## src/rtl/s2d_pkg.sv

```systemverilog
`timescale 1ns / 1ps
// ----------------------------------------------------------------------------
// s2d_pkg
// Shared types and constants for the signed integer to decimal text block.
// ----------------------------------------------------------------------------
package s2d_pkg;

  localparam int MaxDigits = 10;
  localparam int DigitW    = 4;
  localparam int CntW      = 4;

  localparam logic [7:0]  CharMinus  = 8'd45;
  localparam logic [7:0]  CharZero   = 8'd48;
  // floor(v / 10) == (v * Recip) >> RecipShift for every 32-bit v
  localparam logic [31:0] Recip      = 32'hCCCC_CCCD;
  localparam int          RecipShift = 35;

  typedef struct packed {
    logic        neg;
    logic [31:0] mag;
  } s2d_item_t;

  typedef struct packed {
    logic                              neg;
    logic [CntW-1:0]                   ndig;
    logic [MaxDigits-1:0][DigitW-1:0]  digits;  // least significant first
  } s2d_text_t;

endpackage

```

## src/rtl/s2d_front.sv

```systemverilog
`timescale 1ns / 1ps
// ----------------------------------------------------------------------------
// s2d_front
// Input stage: takes a request, splits it into sign and 32-bit magnitude.
// ----------------------------------------------------------------------------
module s2d_front import s2d_pkg::*; (
  input  logic        clk,
  input  logic        rst,
  input  logic        s_tvalid,
  output logic        s_tready,
  input  logic [31:0] s_tdata,
  output logic        q_valid,
  input  logic        q_ready,
  output s2d_item_t   q_item
);

  logic      vld;
  s2d_item_t item;

  assign s_tready = !vld || q_ready;
  assign q_valid  = vld;
  assign q_item   = item;

  always_ff @(posedge clk) begin
    if (rst) begin
      vld <= 1'b0;
    end else if (s_tready) begin
      vld <= s_tvalid;
    end
  end

  // magnitude of the most negative value is 2^31, still fits unsigned
  always_ff @(posedge clk) begin
    if (s_tvalid && s_tready) begin
      item.neg <= s_tdata[31];
      item.mag <= s_tdata[31] ? (~s_tdata + 32'd1) : s_tdata;
    end
  end

endmodule

```

## config.mk

```make
export PLATFORM = sky130hd
export DESIGN_NAME = s2d_front
export DESIGN_NICKNAME = d
export VERILOG_FILES = /design/src/rtl/s2d_pkg.sv /design/src/rtl/s2d_front.sv
export SDC_FILE = /design/constraint.sdc
export NUM_CORES = 1
export LEC_CHECK = 0
export ABC_CLOCK_PERIOD_IN_PS = 1540
export BUFFER_PORTS_ARGS = -buffer_cell sky130_fd_sc_hd__buf_2
export CORE_UTILIZATION = 25
export CTS_CLUSTER_DIAMETER = 30
export DETAILED_ROUTE_END_ITERATION = 10
export HOLD_SLACK_MARGIN = 0.02
export PLACE_DENSITY = 0.47
export SLEW_MARGIN = 20
export SYNTH_ARGS = -nofsm -noshare
export SYNTH_HDL_FRONTEND = slang
export SYNTH_SLANG_ARGS = --single-unit
```

## constraint.sdc

```tcl
create_clock -name clk -period 1.54 [get_ports clk]
set_clock_uncertainty 0.05 [all_clocks]
set_input_delay 0 -clock clk [delete_from_list [all_inputs] [get_ports clk]]
set_output_delay 0 -clock clk [all_outputs]
set_load 0.01 [all_outputs]
```

==> summary.txt <==
Run status
  – Status: complete, no violations

Critical path
  – Crit path DAT: 1.51 ns
  – Max incr delay on CP: 0.53 ns
  – Worst Setup SP: s_tdata[27]
  – Reg2Reg Depth: 3
  – Reg-to-Reg Start: q_valid
  – Crit path launch type: input port
  – Data required, critical path: 1.64 ns
  – Crit-path cells: dlygate4sd3_1 -> buf_2 -> nor2_1 -> nand2_1 -> or4_4 -> nor3b_2
  – Setup crit end: q_item[31]
  – Critical Setup Path Class: in2reg
  – Crit Path Max Fanout: 3
  – Reg-to-Reg End: q_valid
  – Critical Path Sink Type: flop
  – Reg2Reg Setup Slack: 0.32 ns
  – Slowest cell on the critical path: dlygate4sd3_1

Clock tree
  – H-Tree Depth: 2
  – CTS buffer count: 5
  – Clock Pin Slew Worst Setup and Hold Paths: 0.08 ns
  – CTS tree: built
  – Cell chosen for the clock root: clkbuf_8
  – Setup Buffers After CTS: 0
  – Max Root-Sink Buffers: 2
  – Clock insertion delay at the later pin of the skew report: 0.29 ns
  – Clock sinks: 34

Global routing
  – Number of global-route vias before repair: 1503
  – GRT Overall Usage: 0.1278
  – Grt ovf: 0
  – Largest net degree at the start of global routing: 34
  – First-pass GRT wire length: 7058 um
  – Initial antenna violation count: 0

Yosys
  – Synth Register Bits: 34
  – Post-synth cell types: 26
  – Mean Syn Cell Area: roughly 13 um2
  – Sequential-to-total area share from yosys stat: 0.5759
  – Mapped Cells: 135
  – Synthesized area: 0.001755 mm2
  – Syn Nets: 173
  – Synth Warn #: 0

STA
  – Worst Tran Pin Value: 0.4093 ns
  – F_max: 708.9 MHz
  – Hold WS: between 0.05 and 0.06 ns
  – Worst relative slew slack: 0.7236
  – Final Slew Violations: 0
  – Setup Viol. Count Final: 0
  – RSZ-0062 raised after global routing: no
  – Period utilisation layout: 0.9160
  – Min cycle time layout: around 1.4 ns
  – Count of final hold-check violations: 0

Power and ir drop
  – Clock power share: 0.289
  – PwrDens: about 810 mW/mm2
  – Peak VDD IR: about 0.26 mV
  – Int Power: around 1600 uW
  – Static leakage: 0.001071 uW
  – Logic pwr share: 0.203
  – Flop pwr share: 0.508
  – Switching share of power: 0.2547
  – P_sw: 563.7 uW

Placement
  – Number of buffers added on ports: 70
  – Final Wtd Congestion: a little under 0.8
  – Dpl cell area: around 0.0025 mm2
  – HPWL after DPL: 3318 um

Floorplanning
  – Die footprint: approximately 0.0074 mm2
  – Overall die width: ~86 um
  – Die Span Y: 85.80 um
  – Core Box Area: roughly 0.0068 mm2
  – Initial Util: 0.2584
  – Num rows: 30
  – IO Pins: 71

Worst hold path
  – Min-delay worst type: in2reg
  – Start point of the worst hold path: s_tdata[22]

Route
  – Routed wire per std cell: between 10 and 15 um
  – Remaining DRCs: 0
  – Vias: 1494
  – Post-route ant nets: 0
  – DR pass1 iterations: 4
  – WL final: between 4000 and 5000 um
  – First DRT Iteration DRCs: 46
  – Avg Vias per Cell: approximately 4.2

Final layout
  – Final Instance Area: 0.002730 mm2
  – N_diodes: 0
  – Commonest non-fill, non-tap cell in the layout: buf_2
  – Fillers: 676
  – Layout cells sized above 1: 0.4496
  – Most frequent cells in the layout: buf_2, edfxtp_1, buf_4, xnor2_1, dlygate4sd3_1
  – Area growth, synth to finish: 55.52%
  – Fin nets: 295

Flow run
  – Number of max-cap violations: 0
## how the worst min path moves through the flow
stage | end | slack [ns] | depth (start not counted)
after floorplan | q_valid | 0.02 | 1
after global placement | q_valid | 0.11 | 2
after detailed placement | q_valid | 0.11 | 2
after CTS | q_item[22] | 0.05 | 3
after global routing | q_item[22] | 0.06 | 3
final | q_item[22] | 0.06 | 3
## through the flow
stage	instances	TNS (ns)	util	worst slack [ns]	power, uW
2_1_floorplan	135	0	-	0.06778	1331
3_3_place_gp	330	-1.150	0.3652	-0.1590	1571
3_5_place_dp	330	-1.264	0.3652	-0.1515	1569
4_1_cts	354	0	0.4007	0.1251	2246
5_1_grt	354	0	0.4018	0.05763	2316
6_report	354	0	0.4018	0.1293	2213
## cell families after synthesis
family	after synthesis	share of synthesized area
AND/OR/NAND/NOR	37	0.1404
buffers and inverters	6	0.01283
adder cells (fa/ha/maj)	2	0.01425
AO/OA/AOI/OAI	27	0.1119
XOR/XNOR	29	0.1447
flip-flops	34	0.5759
## per-layer routing
| metal | GRT usage | part of all wire | wire, um | vias to the layer above |
|---|---|---|---|---|
| li1 | - | - | - | 757 |
| met1 | 0.1485 | 0.44 | 1960 | 683 |
| met2 | 0.2196 | 0.49 | 2206 | 48 |
| met3 | 0.03080 | 0.047 | 211 | 6 |
| met4 | 0.06515 | 0.020 | 88 | 0 |
| met5 | 0 | 0 | 0 | - |
## power by group through the flow
stage	clock network, uW	logic, uW	registers, uW
after floorplan	0	143	1190
after global placement	0	423	1150
after detailed placement	0	422	1150
after CTS	663	455	1130
after global routing	692	491	1130
final	639	449	1130
## critical path, delay by kind of cell
family | cells | cell delay, ns
AND/OR/NAND/NOR | 4 | 0.83
buffers and inverters | 2 | 0.68
## cell usage after synthesis
library cell | n | area share
a21oi_1 | 1 | 0.0028
and2_1 | 1 | 0.0036
clkbuf_1 | 3 | 0.0064
dfxtp_1 | 1 | 0.011
edfxtp_1 | 33 | 0.56
ha_1 | 2 | 0.014
inv_1 | 3 | 0.0064
nand2_1 | 12 | 0.026
nand2b_1 | 2 | 0.0071
nand3_1 | 1 | 0.0028
nand3b_1 | 1 | 0.0043
nand4_1 | 2 | 0.0071
nand4_4 | 1 | 0.012
nor2_1 | 5 | 0.011
nor3_1 | 1 | 0.0028
nor3b_2 | 1 | 0.0071
nor4_1 | 3 | 0.011
nor4_4 | 2 | 0.024
o21ai_0 | 8 | 0.023
o31ai_1 | 11 | 0.047
o41ai_1 | 6 | 0.030
o41ai_2 | 1 | 0.0093
or3_1 | 2 | 0.0071
or4_1 | 2 | 0.0086
or4_4 | 1 | 0.0064
xnor2_1 | 29 | 0.14
## final cells by class
| class | count | area, um2 | share of cell area |
|---|---|---|---|
| Sequential cell | 34 | 1011 | 0.3703 |
| Timing Repair Buffer | 118 | 775.7 | 0.2841 |
| Multi-Input combinational cell | 95 | 730.7 | 0.2676 |
| Tap cell | 96 | 120.1 | 0.04400 |
| Clock buffer | 6 | 72.57 | 0.02658 |
| Inverter | 3 | 11.26 | 0.004125 |
| Clock inverter | 2 | 8.758 | 0.003208 |
## sequential cells by signal, summed over array words and instances, names as in the netlist
register  flops
q_valid       1
q_item       33
## timing repair
item,CTS,global route
resized for setup,0,1
hold endpoints to repair,16,0
hold buffers,16,0
endpoints found under the setup margin,0,1
(Power assumes the default switching activity.)
