--- config.mk ---
export PLATFORM = sky130hd
export DESIGN_NAME = s2d_emit
export DESIGN_NICKNAME = d
export VERILOG_FILES = /design/src/rtl/s2d_pkg.sv /design/src/rtl/s2d_emit.sv
export SDC_FILE = /design/constraint.sdc
export NUM_CORES = 1
export LEC_CHECK = 0
export ABC_AREA = 1
export BUFFER_PORTS_ARGS = -buffer_cell sky130_fd_sc_hd__buf_2
export CORE_AREA = 2 2 101 103
export DETAILED_ROUTE_END_ITERATION = 10
export DIE_AREA = 0 0 103 105
export GPL_TIMING_DRIVEN = 0
export PLACE_DENSITY = 0.52
export SLEW_MARGIN = 20
export SYNTH_ARGS = -nofsm -noshare
export SYNTH_HDL_FRONTEND = slang
export SYNTH_SLANG_ARGS = --single-unit
--- constraint.sdc ---
create_clock -name clk -period 4.04 [get_ports clk]
set_input_delay 0 -clock clk [delete_from_list [all_inputs] [get_ports clk]]
set_output_delay 0 -clock clk [all_outputs]
set_load 0.05 [all_outputs]
--- src/rtl/s2d_pkg.sv ---
`timescale 1ns / 1ps
// ----------------------------------------------------------------------------
// s2d_pkg
// Shared types and constants for the signed integer to decimal text block.
// ----------------------------------------------------------------------------
package s2d_pkg;

  localparam int MaxDigits = 10;
  localparam int DigitW    = 4;
  localparam int CntW      = 4;

  localparam logic [7:0]  CharMinus  = 8'd45;
  localparam logic [7:0]  CharZero   = 8'd48;
  // floor(v / 10) == (v * Recip) >> RecipShift for every 32-bit v
  localparam logic [31:0] Recip      = 32'hCCCC_CCCD;
  localparam int          RecipShift = 35;

  typedef struct packed {
    logic        neg;
    logic [31:0] mag;
  } s2d_item_t;

  typedef struct packed {
    logic                              neg;
    logic [CntW-1:0]                   ndig;
    logic [MaxDigits-1:0][DigitW-1:0]  digits;  // least significant first
  } s2d_text_t;

endpackage

--- src/rtl/s2d_emit.sv ---
`timescale 1ns / 1ps
// ----------------------------------------------------------------------------
// s2d_emit
// Output sequencer: sign, then digits most significant first, into a
// registered result stage.
// ----------------------------------------------------------------------------
module s2d_emit import s2d_pkg::*; (
  input  logic       clk,
  input  logic       rst,
  input  logic       text_valid,
  output logic       text_ready,
  input  s2d_text_t  text,
  output logic       m_tvalid,
  input  logic       m_tready,
  output logic [7:0] m_tdata,
  output logic       m_tlast
);

  logic                              neg_pend;
  logic                              dig_pend;
  logic [CntW-1:0]                   ptr;
  logic [MaxDigits-1:0][DigitW-1:0]  digits;
  logic                              busy;
  logic                              adv;
  logic                              emit_minus;
  logic                              emit_digit;
  logic                              load;

  assign busy       = neg_pend || dig_pend;
  assign text_ready = !busy;
  assign adv        = !m_tvalid || m_tready;
  assign emit_minus = adv && neg_pend;
  assign emit_digit = adv && !neg_pend && dig_pend;
  assign load       = text_valid && !busy;

  always_ff @(posedge clk) begin
    if (rst) begin
      neg_pend <= 1'b0;
      dig_pend <= 1'b0;
      m_tvalid <= 1'b0;
    end else begin
      if (adv) begin
        m_tvalid <= emit_minus || emit_digit;
      end
      if (emit_minus) begin
        neg_pend <= 1'b0;
      end
      if (emit_digit && ptr == '0) begin
        dig_pend <= 1'b0;
      end
      if (load) begin
        neg_pend <= text.neg;
        dig_pend <= 1'b1;
      end
    end
  end

  always_ff @(posedge clk) begin
    if (load) begin
      ptr    <= text.ndig - CntW'(1);
      digits <= text.digits;
    end else if (emit_digit && ptr != '0) begin
      ptr <= ptr - CntW'(1);
    end
    if (emit_minus) begin
      m_tdata <= CharMinus;
      m_tlast <= 1'b0;
    end else if (emit_digit) begin
      m_tdata <= CharZero + {4'd0, digits[ptr]};
      m_tlast <= (ptr == '0);
    end
  end

endmodule

==> results of run 1 <==
==> worst max-delay path, delay by kind of cell, from the launching register on <==
family | cells | cell delay (ns)
buf+inv | 3 | 1.08
flops | 1 | 0.39
compound gates | 1 | 0.14
simple gates | 3 | 0.37
==> path summary, 6_finish.rpt <==
path         startpoint    endpoint  slack (ns)
min            text[40]      ptr[0]        0.04
max reg2reg    dig_pend    neg_pend        2.01
min reg2reg  m_tdata[4]  m_tdata[4]        0.45
max            dig_pend    neg_pend        2.01
==> per-layer routing <==
layer	wire length, um	track usage
met5	0	0
met4	32	0.0254
met3	221	0.0268
met2	2660	0.184
met1	2650	0.132
==> metrics by stage <==
stage	utilization	cell area [um^2]	hold slack (ns)	power, mW
floorplan	-	2370	0.0691	0.966
global placement	0.292	2820	0.177	1.08
detailed placement	0.295	2850	0.178	1.09
CTS	0.349	3370	0.0330	1.42
global route	0.349	3370	0.0399	1.49
finish	0.349	3370	0.0360	1.40
==> report_power, final <==
| group | switching (mW) | leakage, nW | total, mW | internal [mW] |
|---|---|---|---|---|
| sequential | 0.0261 | 0.495 | 0.688 | 0.662 |
| clock | 0.176 | 0.0481 | 0.299 | 0.123 |
| combinational | 0.267 | 1.02 | 0.411 | 0.144 |
| total | 0.469 | 1.56 | 1.40 | 0.929 |
==> cells by family after synthesis <==
group,share of synthesized area
DFF,0.634
xor gates and xnor gates,0.00370
other,0.00317
buffers and inverters,0.101
AOI/OAI and AO/OA,0.0444
adders and majority gates,0.00528
and+or+nand+nor,0.209
==> flip-flops by register name, indices dropped and copies added (netlist names) <==
signal    count
dig_pend      1
digits       40
m_tdata       5
m_tlast       1
m_tvalid      1
neg_pend      1
ptr           4
==> final cells by class <==
| class | instances | area, um^2 |
|---|---|---|
| clock inverter | 3 | 22.5 |
| multi-input combinational | 134 | 632 |
| fill | 1013 | 6270 |
| buffer | 9 | 62.6 |
| sequential | 53 | 1500 |
| clock buffer | 5 | 68.8 |
| inverter | 47 | 176 |
| timing repair buffer | 100 | 738 |
| tap | 133 | 166 |
==> repair_timing <==
action,CTS,global route
hold buffers,43,0
hold endpoints to repair,43,0
setup endpoints to repair,0,0
==> cells in the final DEF, fill, tap and decap left out, drive strengths merged, types with 2 or more instances in the layout <==
| cell | count |
|---|---|
| nand4 | 2 |
| a21oi | 11 |
| conb | 3 |
| edfxtp | 44 |
| buf | 66 |
| inv | 47 |
| nand3 | 24 |
| dfxtp | 9 |
| nor2 | 6 |
| dlygate4sd3 | 43 |
| nand2 | 80 |
| clkbuf | 5 |
| clkinv | 3 |
| o21ai | 4 |
==> reports/qor.csv, run 1 <==
metric;value;unit
Total GRT Usage;0.107;
Peak VDD IR;0.199;mV
DP HPWL;3780;um
pre-CTS setup slack;2.30;ns
CTS tree;built;
top cells by area, synth;edfxtp_1 (56%), nand2_1 (12%), dfxtp_1 (7.6%);
CTS Root Cell;clkbuf_8;
unrepaired setup endpoints after global routing;false;
average routed wire per standard cell;11.5;um
initial core utilization;0.246;
Leak;1.56;nW
number of diodes;0;
post-route ant nets;0;
Final Wtd Congestion;0.762;
Worst EP arrival;2.28;ns
final net count;400;
CTS clock-pin slew for the worst setup and hold paths;0.10;ns
num ports;60;
worst hold stages;2;
Crit Path Class;register to register;
mapped cell area;2370;um^2
Num CTS Buffers;5;
count leader, synth;nand2_1;
Top FF cell, synth;edfxtp_1;
area grow syn2layout;42.2;%
Worst EP required;4.29;ns
TritonRoute pass-1 iters;4;
Synth top cells by count;nand2_1 (76), inv_1 (45), edfxtp_1 (44);
core area;9640;um^2
area leader, netlist;edfxtp_1;
mean post-synth cell area;9.79;um^2
CP max stage cell;dlygate4sd3_1;
Post-CTS Resized;0;
# setup viols final;0;
final routed DRC violation total;0;
Clock Latency Late Sink;0.31;ns
status;completed;
Ys Warns;0;
Slew headroom;0.660;
vias;1875;
Fmax;492;MHz
Worst Path Max Fanout;21;
Routed Wire Length;5570;um
Die Span X;103;um
Post-synth EDFFs;44;
post-route setup slack;2.01;ns
Setup Total Neg Slack;0;ns
max incr delay on CP;0.55;ns
vias in the first global route;1878;
critical path cell sequence;nor2_4 > nand2_4 > buf_8 > inv_2 > nand2_1 > a21oi_1 > dlygate4sd3_1;
Pwr Density;415;nW/um^2
Post-synth ARST share;0;
vias per inst;3.87;
DRT iter0 DRCs;38;
Synth cell types;25;
Die Y;105;um
Fin. Hold Viols;0;
largest net degree at the start of global routing;22;
Worst-Margin Slew;0.509;ns
initial antenna violation count;0;
Hold Path Class;input port to register;
clock sink count;53;
Die ar.;10800;um^2
cell count after synthesis;242;
grt total ovfl;0;
worst reg-to-reg path cell count;7;
layout cells sized above 1;0.248;
Final Critical Period;2.03;ns
H-tree depth;2;
skew final;0.00833;ns
dpl cells;433;
sequential fraction of the synthesis area;0.634;
maxcap violations;0;
non-filler cells, final;484;
row cnt;36;
endpoint type of the worst setup path;register;
CTS Buffer Depth;2;
Post-CTS Setup Inserts;0;
post-synthesis register bit count;53;
global-route wire length before repair;8770;um
Critical Path Start Type;register;
final cycle utilization of the critical path;0.503;
Port Buffers;56;
top cell type's share of synthesized area;0.558;
max-slew violation count;0;
Power figures use the tool's default switching activity.
==> inputs of run 2 (changes only) <==
ABC_AREA = 0   (was 1)
CORE_AREA = 2 2 96 98   (was 2 2 101 103)
DIE_AREA = 0 0 98 100   (was 0 0 103 105)
PLACE_DENSITY = 0.54   (was 0.52)
clock period = 1.8 ns   (was 4.04 ns; I/O delays follow)
==> run 2 against run 1 <==
Register-to-register slack got worse by 1.9 ns. Worst setup slack got worse by 1.9 ns. Combinational power rose by 100%. Clock power rose by 130%. Maximum frequency rose by 19%. Clock skew rose by 0.0024 ns. Design area fell by 6.4%. Die area fell by 9.4%. Worst hold slack got worse by 0.019 ns. Synthesized area fell by 8.9%. Via count fell by 20%. Critical endpoint is now m_tdata[2].
==> reports/qor.csv, run 2 <==
metric;value;unit
status;completed;
layout cells sized above 1;0.333;
unrepaired setup endpoints after global routing;false;
Synth cell types;32;
max reg flops;40;
placed standard-cell area;2590;um^2
Fillers;868;
average routed wire per standard cell;13.7;um
area grow syn2layout;46.2;%
vias in the first global route;1629;
Layout Utilization;0.355;
Crit Path Class;register to register;
Die ar.;9800;um^2
endpoint type of the worst setup path;register;
initial core utilization;0.243;
area leader, netlist;edfxtp_1;
Fin. Hold Viols;0;
vias;1508;
Largest regs;digits (40), m_tdata (5), ptr (4);
most frequent cells in the layout;buf_2 (57), edfxtp_1 (44), dlygate4sd3_1 (43);
H-tree depth;2;
CTS Root Cell;clkbuf_8;
Hold Path Class;input port to register;
dpl cells;307;
Worst Path Max Fanout;10;
clock sink count;53;
Final Critical Period;1.71;ns
Post-synth EDFFs;44;
design area;3150;um^2
final net count;298;
Routed Wire Length;4930;um
# setup viols final;0;
Leak;1.21;nW
Die Span X;98;um
DRT iter0 DRCs;63;
Biggest register;digits;
Worst EP arrival;1.92;ns
Ys Warns;0;
count leader, synth;edfxtp_1;
Total GRT Usage;0.104;
row cnt;35;
Critical Path Start Type;register;
mean post-synth cell area;15.5;um^2
largest net degree at the start of global routing;21;
sequential fraction of the synthesis area;0.696;
initial antenna violation count;0;
Peak VDD IR;0.357;mV
Fmax;583;MHz
commonest non-fill, non-tap cell in the layout;buf_2;
num ports;60;
top cells by area, synth;edfxtp_1 (61%), dfxtp_1 (8.4%), mux4_1 (3.7%);
FF+latch area;1500;um^2
CTS Buffer Depth;2;
post-route ant nets;0;
Post-synth ARST share;0;
DP HPWL;3130;um
maxcap violations;0;
post-synthesis register bit count;53;
number of diodes;0;
Synth top cells by count;edfxtp_1 (44), nor2b_1 (11), dfxtp_1 (9), nor2_1 (9);
final hold slack;0.0171;ns
mapped cell area;2160;um^2
Worst EP required;2.01;ns
Pwr Density;974;nW/um^2
Die Y;100;um
global-route wire length before repair;7930;um
top cell type's share of synthesized area;0.613;
Num CTS Buffers;5;
skew final;0.0108;ns
Top FF cell, synth;edfxtp_1;
core area;8890;um^2
CTS tree;built;
grt total ovfl;0;
final cycle utilization of the critical path;0.952;
cell count after synthesis;139;
Port Buffers;56;
Clock Latency Late Sink;0.31;ns
final routed DRC violation total;0;
multi-input logic area;607;um^2
TritonRoute pass-1 iters;3;
Final Wtd Congestion;0.738;
max-slew violation count;0;
non-filler cells, final;360;
vias per inst;4.19;
CTS clock-pin slew for the worst setup and hold paths;0.10;ns
[run 2: area by class of cell]
class / instances / area share
inverters: 6 / 0.00833
flip-flops and latches: 53 / 0.477
clock buffers: 5 / 0.0218
plain buffers: 8 / 0.0198
repair buffers: 100 / 0.228
multi-input cells: 73 / 0.192
well taps: 111 / 0.0440
repair inverters: 1 / 0.00238
clock inverters: 3 / 0.00635
[run 2: path summary, 6_finish.rpt]
path | startpoint | endpoint | slack (ns) | cells after the start
max | ptr[1] | m_tdata[2] | 0.09 | 5
min reg2reg | m_tlast | m_tlast | 0.48 | 2
max reg2reg | ptr[1] | m_tdata[2] | 0.09 | 5
min | m_tready | m_tlast | 0.02 | 4
[run 2: critical path, cell delays in order, from the launching register on]
cell and delay [ns]:
edfxtp_1 0.43, buf_4 0.20, buf_6 0.15, a2111oi_1 0.39, a2111oi_1 0.14, o32a_1 0.30
[run 2: cell families after synthesis]
family / synth area share
xor gates and xnor gates: 0.00812
muxes: 0.0795
AOI/OAI and AO/OA: 0.0951
buffers and inverters: 0.0389
DFF: 0.696
other: 0.00348
and+or+nand+nor: 0.0731
adders and majority gates: 0.00580
[run 2: timing repair]
action                                  in CTS  in global routing
cloned                                       1                  0
endpoints found under the setup margin      47                 30
hold buffers                                43                  0
buffers inserted                             1                  0
resized for setup                            7                  7
hold endpoints to repair                    43                  0
[run 2: power breakdown]
group	internal [mW]	total, mW	switching, mW
Sequential	1.49	1.56	0.0711
Clock	0.275	0.675	0.401
Combinational	0.344	0.837	0.493
Total	2.11	3.07	0.965
[run 2: per-stage QoR]
stage	total power [mW]	setup WS (ns)	TNS [ns]
3_3_place_gp	2.32	-0.248	-10.69
4_1_cts	3.10	0.00862	0
6_report	3.07	0.0858	0
5_1_grt	3.24	0.00858	0
2_1_floorplan	2.09	0.0366	0
3_5_place_dp	2.32	-0.269	-11.58
[run 2: metal layers]
layer  up-vias  routed length (um)  track usage
li1        752                   -            -
met2        36                2600        0.190
met4         0                  35       0.0321
met3         4                 168       0.0230
met5         -                   0            0
met1       716                2120        0.123
