==> config.mk <==
export PLATFORM = sky130hd
export DESIGN_NAME = s2d_queue
export DESIGN_NICKNAME = d
export VERILOG_FILES = /design/src/rtl/s2d_pkg.sv /design/src/rtl/s2d_queue.sv
export SDC_FILE = /design/constraint.sdc
export NUM_CORES = 1
export LEC_CHECK = 0
export ABC_AREA = 1
export BUFFER_PORTS_ARGS = -buffer_cell sky130_fd_sc_hd__buf_2
export CAP_MARGIN = 20
export CORE_UTILIZATION = 52
export CTS_CLUSTER_SIZE = 10
export DETAILED_ROUTE_END_ITERATION = 8
export GPL_ROUTABILITY_DRIVEN = 0
export PLACE_DENSITY_LB_ADDON = 0.1
export SYNTH_ARGS = -nofsm -noshare
export SYNTH_HDL_FRONTEND = slang
export SYNTH_SLANG_ARGS = --single-unit
export TNS_END_PERCENT = 100
==> constraint.sdc <==
create_clock -name clk -period 3.1 [get_ports clk]
set_clock_uncertainty 0.1 [all_clocks]
set_input_delay 0.465 -clock clk [delete_from_list [all_inputs] [get_ports clk]]
set_output_delay 0.465 -clock clk [all_outputs]
set_load 0.005 [all_outputs]
==> src/rtl/s2d_pkg.sv <==
`timescale 1ns / 1ps
// ----------------------------------------------------------------------------
// s2d_pkg
// Shared types and constants for the signed integer to decimal text block.
// ----------------------------------------------------------------------------
package s2d_pkg;

  localparam int MaxDigits = 10;
  localparam int DigitW    = 4;
  localparam int CntW      = 4;

  localparam logic [7:0]  CharMinus  = 8'd45;
  localparam logic [7:0]  CharZero   = 8'd48;
  // floor(v / 10) == (v * Recip) >> RecipShift for every 32-bit v
  localparam logic [31:0] Recip      = 32'hCCCC_CCCD;
  localparam int          RecipShift = 35;

  typedef struct packed {
    logic        neg;
    logic [31:0] mag;
  } s2d_item_t;

  typedef struct packed {
    logic                              neg;
    logic [CntW-1:0]                   ndig;
    logic [MaxDigits-1:0][DigitW-1:0]  digits;  // least significant first
  } s2d_text_t;

endpackage

==> src/rtl/s2d_queue.sv <==
`timescale 1ns / 1ps
// ----------------------------------------------------------------------------
// s2d_queue
// Small first-in first-out buffer between the front and the converter.
// ----------------------------------------------------------------------------
module s2d_queue import s2d_pkg::*; #(
  parameter int Depth = 2
) (
  input  logic      clk,
  input  logic      rst,
  input  logic      in_valid,
  output logic      in_ready,
  input  s2d_item_t in_item,
  output logic      out_valid,
  input  logic      out_ready,
  output s2d_item_t out_item
);

  localparam int PtrW = (Depth > 1) ? $clog2(Depth) : 1;
  localparam int CntW = $clog2(Depth + 1);

  s2d_item_t        mem [Depth];
  logic [PtrW-1:0]  wr_ptr;
  logic [PtrW-1:0]  rd_ptr;
  logic [CntW-1:0]  count;
  logic             push;
  logic             pop;

  assign in_ready  = (count != CntW'(Depth));
  assign out_valid = (count != '0);
  assign out_item  = mem[rd_ptr];
  assign push      = in_valid && in_ready;
  assign pop       = out_valid && out_ready;

  always_ff @(posedge clk) begin
    if (rst) begin
      wr_ptr <= '0;
      rd_ptr <= '0;
      count  <= '0;
    end else begin
      if (push) begin
        wr_ptr <= (wr_ptr == PtrW'(Depth - 1)) ? '0 : wr_ptr + PtrW'(1);
      end
      if (pop) begin
        rd_ptr <= (rd_ptr == PtrW'(Depth - 1)) ? '0 : rd_ptr + PtrW'(1);
      end
      if (push && !pop) begin
        count <= count + CntW'(1);
      end else if (pop && !push) begin
        count <= count - CntW'(1);
      end
    end
  end

  always_ff @(posedge clk) begin
    if (push) begin
      mem[wr_ptr] <= in_item;
    end
  end

endmodule

==> results.toml, run 1 <==
[grt]
antenna_found_initial = 0
grt_overflow = 0
track_usage = 0.173
grt_max_degree = 34
grt_pass1_wl_microns = 6580
grt_pass1_vias = 1446

[critical_path]
critPathKind = "flip-flop to primary output"
startpoint_type = "flip-flop"
cp-end-kind = "primary output"
required_ns = 2.53
crit_fanout = 19
worstPathArrival_ns = 1.81

[cells_and_area]
nets = 260
fin_area_sq_mm = 0.00343
diodes = 0
seqCellArea_sq_mm = 0.00208
multiInputGateArea_sq_um = 608
drive_gt1_frac = 0.555
fill_cells = 385
area_delta_synth_final_pct = 23.6

[timing]
max_clock_freq_mhz = 420
post-route-period-util = 0.768
hold_viol_final = 0
min_period_ns = 2.38
tightest_slew_ns = 0.584
drv_slew = 0
relSlewSlack = 0.610
finalSetupViolations = 0
rsz0062_at_grt = "no"
setup_tns_ns = 0

[cts]
clk_path_buf_depth = 2
ctsResizeCount = 0
htreeDepth = 3
holdBufCountCts = 0
cts_root_buffer = "clkbuf_8"
insertion_delay_ns = 0.33
numCtsBuffers = 9
cts_setup_buffers = 0
cts.sinks = 71
clkTransAtPathRegs_ns = 0.07
cts_tree = "built"

[synthesis]
synth.avg_cell_area_sq_um = 19.8
syn_inst = 140
seq_area_frac_synth = 0.750
yosys-top-cells-count = "edfxtp_1, mux2_4, nand2_1"
synth_top_area_frac = 0.714
synth_area_leaders = "edfxtp_1, mux2_4, dfxtp_1, buf_12, nand2_1"
synthFlopType = "edfxtp_1"
synth_top_cell_by_area = "edfxtp_1"
synth_edf_count = 66
syn_nets = 178
yosys_warnings = 0
ys_ff_latch = 71
syn-cell-area_sq_mm = 0.00278
synth.most_common_cell = "edfxtp_1"
synth_cell_type_count = 14
async_flop_share = 0

[detailed_routing]
first_iter_violations = 99
vias_per_cell = 4.75
wl_per_cell_microns = 14.7
drtAntennaViolNets = 0
first_pass_iters = 4
vias = 1410
drc_errors = 0
wl_microns = 4360

[pwr]
p_leak_uw = 0.00140
vdd_ir_drop_max_v = 0.000516
p_per_area_mw_per_mm2 = 807

[run_status]
status = "finished, final reports clean"

[place]
dp_hpwl_microns = 2930
place_area_sq_mm = 0.00319
port_buffers = 71

[die]
ioPinCount = 72
fp.dieH_microns = 75.1
start_util = 0.540
coreArea_sq_mm = 0.00514
row_count = 26
die_w_microns = 75.1
design.die.area_sq_mm = 0.00564

[min_path]
hold_path.class = "primary input to flip-flop"

[flow_run]
cap_violations = 0
## critical path, stage by stage (launching register included)
cell and delay (ns):
dfxtp_2 0.71, buf_4 0.33, mux2_4 0.31, buf_2 0.13
## flip-flops by register name (all words and copies together) (netlist names), named ones only
register and cells:
count 2, mem 66, rd_ptr 1, wr_ptr 1
## cell usage in the layout, fill, tap and decap left out
cell / instances
a21oi_1: 2
buf_2: 71
buf_4: 4
bufinv_16: 3
clkbuf_1: 1
clkbuf_8: 9
clkinv_2: 2
clkinv_4: 1
dfxtp_1: 4
dfxtp_2: 1
edfxtp_1: 66
ha_1: 1
inv_1: 8
mux2_2: 3
mux2_4: 30
nand2_1: 9
nand3_1: 2
nand4_1: 1
nor2_1: 5
nor2_4: 2
o21ai_0: 2
## per-layer routing
layer,global-route usage,vias to the layer above,share of wire
li1,-,690,-
met1,0.183,665,0.40
met2,0.305,47,0.53
met3,0.0522,8,0.045
met4,0.101,0,0.020
met5,0,-,0
## cells by family after synthesis
| kind of cell | after synthesis | share of synthesized area |
|---|---|---|
| multiplexers | 33 | 0.174 |
| flip-flops | 71 | 0.750 |
| buffers and inverters | 12 | 0.0365 |
| AND/OR/NAND/NOR | 19 | 0.0275 |
| adder cells (fa/ha/maj) | 1 | 0.00451 |
| AO/OA/AOI/OAI | 4 | 0.00721 |
## where the power goes
part	leakage (uW)	switching (uW)	total [uW]	internal, uW
registers	0.000657	75.6	1290	1210
logic	0.000618	284	628	344
clock network	0.000120	318	851	533
## cell type report
class,count,area share
Tap cell,70,0.0255
Timing Repair Buffer,75,0.112
Clock buffer,10,0.0372
Sequential cell,71,0.607
Clock inverter,6,0.0317
Multi-Input combinational cell,57,0.177
Inverter,8,0.00875
## per-stage QoR
step / cells / total power [uW] / hold WS, ns / setup slack (ns) / utilization
after detailed placement: 281 / 1950 / 0.433 / 1.05 / 0.621
after global placement: 281 / 1910 / 0.388 / 1.07 / 0.621
after floorplan: 140 / 1740 / 0.365 / 0.618 / -
after CTS: 297 / 2800 / 0.201 / 0.690 / 0.667
after global routing: 297 / 2900 / 0.198 / 0.630 / 0.667
final: 297 / 2770 / 0.217 / 0.720 / 0.667
## worst paths after layout
kind,from,to,slack (ns),cells after the start
max,flip-flop,out_item[30],0.72,3
min,in_item[26],mem[1][26]$_DFFE_PP_,0.22,1
max reg2reg,count[0]$_SDFFE_PP0P_,count[1]$_SDFFE_PP0P_,1.38,10
min reg2reg,wr_ptr$_SDFFE_PP0P_,wr_ptr$_SDFFE_PP0P_,0.44,2
Note: power is estimated with default switching activity, not from simulation.
==> run 2: changes to the inputs <==
- CORE_UTILIZATION: 52 -> 47
- clock period: 3.1 -> 2 ns (I/O delays scaled with it)
==> run 2 against run 1 <==
  * Critical path depth unchanged
  * Wire length decreased by 1.5%
  * Cell area is 2.1% lower
  * Worst setup slack got worse by 0.56 ns
  * Critical path type unchanged
  * Largest cell class unchanged
  * Largest power group unchanged
==> results.toml, run 2 (synthesis gave the netlist of run 1 again) <==
[timing]
finalSetupViolations = 0
drv_slew = 0
relSlewSlack = 0.800
setup_tns_ns = 0
hold_viol_final = 0
max_clock_freq_mhz = 544
tightest_slew_ns = 0.300
rsz0062_at_grt = "no"
finalWorstSetupSlack_ns = 0.162
post-route-period-util = 0.919
min_period_ns = 1.84

[cells_and_area]
drive_gt1_frac = 0.535
fill_cells = 458
nets = 262
final_cell_mix = "buf_2, edfxtp_1, mux2_4"
diodes = 0
fin_cells = 300
largest_reg_flops = 66
final_common_cell = "buf_2"
seqCellArea_sq_mm = 0.00208
multiInputGateArea_sq_um = 608
area_delta_synth_final_pct = 21.0
largest_register = "mem"
largest_registers = "mem (66), count (2)"

[cts]
cts_setup_buffers = 0
cts_tree = "built"
clkTransAtPathRegs_ns = 0.06
cts.sinks = 71
numCtsBuffers = 9
ctsResizeCount = 0
insertion_delay_ns = 0.32
htreeDepth = 3
clk_path_buf_depth = 2
holdBufCountCts = 0
cts_root_buffer = "clkbuf_8"

[grt]
track_usage = 0.150
grt_pass1_vias = 1416
grt_pass1_wl_microns = 6660
grt_max_degree = 20
grt_overflow = 0
antenna_found_initial = 0

[critical_path]
critPathKind = "flip-flop to primary output"
critPathSlowestCell = "mux2_2"
worstPathArrival_ns = 1.44
required_ns = 1.60
cp_top_family = "buffers and inverters"
critPathMaxStageDelay_ns = 0.38
reg2reg_depth = 10
crit_fanout = 17
startpoint_type = "flip-flop"
crit_chain = "buf_4 > mux2_2 > buf_2"
timing.rr.start = "count[0]$_SDFFE_PP0P_"
cp-end-kind = "primary output"
reg2reg_slack_ns = 0.34
cp_num_buf_inv = 2
r2r_end = "count[1]$_SDFFE_PP0P_"

[die]
row_count = 27
coreArea_sq_mm = 0.00561
start_util = 0.495
fp.dieH_microns = 78.9
design.die.area_sq_mm = 0.00622
die_w_microns = 78.9
ioPinCount = 72

[pwr]
total_power_uw = 3840
p_leak_uw = 0.00136
vdd_ir_drop_max_v = 0.000610
p_per_area_mw_per_mm2 = 1140

[run_status]
status = "finished, final reports clean"

[detailed_routing]
vias_per_cell = 4.72
first_iter_violations = 65
wl_per_cell_microns = 14.3
drc_errors = 0
drtAntennaViolNets = 0
wl_microns = 4290
first_pass_iters = 3
vias = 1416

[place]
place_ws_ns = 0.345
dp_hpwl_microns = 3040
dp.cells = 285
port_buffers = 71

[flow_run]
cap_violations = 0

[min_path]
holdPathStages = 1
worstHoldStart = "in_item[2]"
hold_path.class = "primary input to flip-flop"
hold_path_end = "mem[1][2]$_DFFE_PP_"
## run 2: worst max-delay path by stage
stage	start	to	slack (ns)	cells past startpoint
2_1_floorplan	count[0]$_SDFFE_PP0P_	mem[0][0]$_DFFE_PP_	-0.48	4
3_3_place_gp	count[0]$_SDFFE_PP0P_	count[1]$_SDFFE_PP0P_	0.50	10
4_1_cts	flip-flop	out_item[12]	0.12	3
3_5_place_dp	count[0]$_SDFFE_PP0P_	count[1]$_SDFFE_PP0P_	0.35	10
6_report	flip-flop	out_item[12]	0.16	3
5_1_grt	flip-flop	out_item[12]	0.09	3
## run 2: report_power, final
group | total [uW] | switching [uW] | leakage (uW) | internal (uW)
sequential | 1950 | 64.6 | 0.000657 | 1880
combinational | 1030 | 485 | 0.000629 | 543
clock | 869 | 437 | 0.0000730 | 432
total | 3840 | 986 | 0.00136 | 2860
## run 2: cell type report
class,count,area share
flip-flops and latches,71,0.620
clock buffers,12,0.0402
well taps,72,0.0268
multi-input cells,57,0.181
inverters,8,0.00894
repair buffers,77,0.119
clock inverters,3,0.00335
## run 2: stage by stage
step	instance area (sq um)	util	hold slack (ns)
2_1_floorplan	2780	-	0.299
3_3_place_gp	3210	0.573	0.388
3_5_place_dp	3210	0.573	0.392
4_1_cts	3360	0.599	0.0485
5_1_grt	3360	0.599	0.0427
6_report	3360	0.599	0.0663
## run 2: per-layer routing
metal  share of wire  track usage  vias to the layer above  wire [microns]
met4           0.013       0.0782                        0              57
li1                -            -                      690               -
met1            0.41        0.165                      672            1740
met5               0            0                        -               0
met3           0.056       0.0483                        6             241
met2            0.52        0.257                       48            2250
==> run 3: changes to the inputs <==
- CELL_PAD_IN_SITES_DETAIL_PLACEMENT: default -> 0
- CELL_PAD_IN_SITES_GLOBAL_PLACEMENT: default -> 1
- CORE_UTILIZATION: 47 -> 39
- PLACE_DENSITY_LB_ADDON: 0.1 -> 0.12
==> run 3 against run 2 <==
  * Via count shrank 0.64%
  * Core utilization shrank 10 points
  * Wire length grew 3.1%
==> results.toml, run 3 (synthesis gave the netlist of run 1 again) <==
[cts]
ctsResizeCount = 0
numCtsBuffers = 9
cts_tree = "built"
clk_path_buf_depth = 2
insertion_delay_ns = 0.32
cts_root_buffer = "clkbuf_8"
htreeDepth = 3
holdBufCountCts = 0
cts.sinks = 71
cts_setup_buffers = 0
clkTransAtPathRegs_ns = 0.07

[cells_and_area]
drive_gt1_frac = 0.555
utilization = 0.497
largest_register = "mem"
nets = 262
final_common_cell = "buf_2"
final_cell_mix = "buf_2, edfxtp_1, mux2_4"
seqCellArea_sq_mm = 0.00208
area_delta_synth_final_pct = 22.4
diodes = 0
largest_reg_flops = 66
fill_cells = 617
multiInputGateArea_sq_um = 608
largest_registers = "mem (66), count (2)"

[min_path]
hold_path_end = "mem[0][14]$_DFFE_PP_"
holdPathStages = 1
worstHoldStart = "in_item[14]"
hold_path.class = "primary input to flip-flop"

[detailed_routing]
first_pass_iters = 3
drc_errors = 0
drtAntennaViolNets = 0
vias_per_cell = 4.33
wl_per_cell_microns = 13.6
wl_microns = 4420
vias = 1407
first_iter_violations = 40

[timing]
rsz0062_at_grt = "no"
relSlewSlack = 0.793
hold_viol_final = 0
tightest_slew_ns = 0.311
finalSetupViolations = 0
finalWorstSetupSlack_ns = 0.149
min_period_ns = 1.85
post-route-period-util = 0.926
setup_tns_ns = 0
max_clock_freq_mhz = 540
drv_slew = 0

[critical_path]
cp-end-kind = "primary output"
reg2reg_slack_ns = 0.35
critPathMaxStageDelay_ns = 0.38
reg2reg_depth = 10
crit_fanout = 17
worstPathArrival_ns = 1.45
cp_top_family = "buffers and inverters"
critPathKind = "flip-flop to primary output"
critPathSlowestCell = "mux2_2"
required_ns = 1.60
r2r_end = "count[1]$_SDFFE_PP0P_"
crit_chain = "buf_4 > mux2_2 > buf_2"
timing.rr.start = "count[0]$_SDFFE_PP0P_"
cp_num_buf_inv = 2
startpoint_type = "flip-flop"

[die]
ioPinCount = 72
die_w_microns = 86.4
fp.dieH_microns = 86.4
start_util = 0.406
coreArea_sq_mm = 0.00683
design.die.area_sq_mm = 0.00746
row_count = 30

[grt]
grt_pass1_wl_microns = 7030
grt_max_degree = 18
grt_pass1_vias = 1513
grt_overflow = 0
track_usage = 0.131
antenna_found_initial = 0

[run_status]
status = "finished, final reports clean"

[pwr]
p_switching_uw = 1020
swShare = 0.262
power_frac_seq = 0.501
p_leak_uw = 0.00137
total_power_uw = 3880
combPwrFrac = 0.266
pwr-share-clk = 0.234
intPower_uw = 2860
p_per_area_mw_per_mm2 = 1140
vdd_ir_drop_max_v = 0.000496

[place]
dp_hpwl_microns = 3150
place_ws_ns = 0.360
port_buffers = 71

[flow_run]
cap_violations = 0
==> run 3: changes by cell type in the layout (fill, tap and decap cells not counted) <==
cell	before	now
clkinv_2	0	5
clkinv_1	3	0
clkbuf_1	3	2
==> run 3: worst reg2reg max path: cells and delay by family (launching register included) <==
kind | cells | cell delay, ns
DFF | 1 | 0.31
and+or+nand+nor | 5 | 0.52
buffers and inverters | 4 | 0.33
adders and majority gates | 1 | 0.33
==> run 3: area by class of cell <==
class                      instances  share of cell area
clock inverter                     5             0.00736
multi-input combinational         57               0.179
tap                               96              0.0353
timing repair buffer              77               0.118
sequential                        71               0.613
clock buffer                      11              0.0387
inverter                           8             0.00884
==> run 3: layer usage <==
metal | vias to the layer above | share of wire | track usage
met5 | - | 0 | 0
met4 | 0 | 0.017 | 0.0818
met3 | 7 | 0.044 | 0.0343
met2 | 43 | 0.54 | 0.230
met1 | 665 | 0.40 | 0.142
li1 | 692 | - | -
==> run 3: power by group through the flow <==
stage / clock (uW) / sequential [uW] / combinational (uW)
finish: 906 / 1940 / 1030
global route: 1010 / 1960 / 1130
CTS: 952 / 1950 / 1060
detailed placement: 0 / 1980 / 1050
global placement: 0 / 1960 / 1030
floorplan: 0 / 1960 / 738
==> run 3: through the flow <==
| step | hold slack (ns) | instance area [sq um] | cells |
|---|---|---|---|
| after CTS | 0.0343 | 3400 | 325 |
| after detailed placement | 0.392 | 3240 | 309 |
| after global placement | 0.388 | 3240 | 309 |
| final | 0.0593 | 3400 | 325 |
| after floorplan | 0.299 | 2780 | 140 |
| after global routing | 0.0354 | 3400 | 325 |
==> run 3: worst max-delay path by stage <==
| stage | from | to | slack [ns] | cells after the start |
|---|---|---|---|---|
| floorplan | count[0]$_SDFFE_PP0P_ | mem[0][0]$_DFFE_PP_ | -0.48 | 4 |
| global placement | count[0]$_SDFFE_PP0P_ | count[1]$_SDFFE_PP0P_ | 0.47 | 10 |
| detailed placement | count[0]$_SDFFE_PP0P_ | count[1]$_SDFFE_PP0P_ | 0.36 | 10 |
| CTS | flip-flop | out_item[17] | 0.10 | 3 |
| global route | flip-flop | out_item[17] | 0.07 | 3 |
| finish | flip-flop | out_item[17] | 0.15 | 3 |
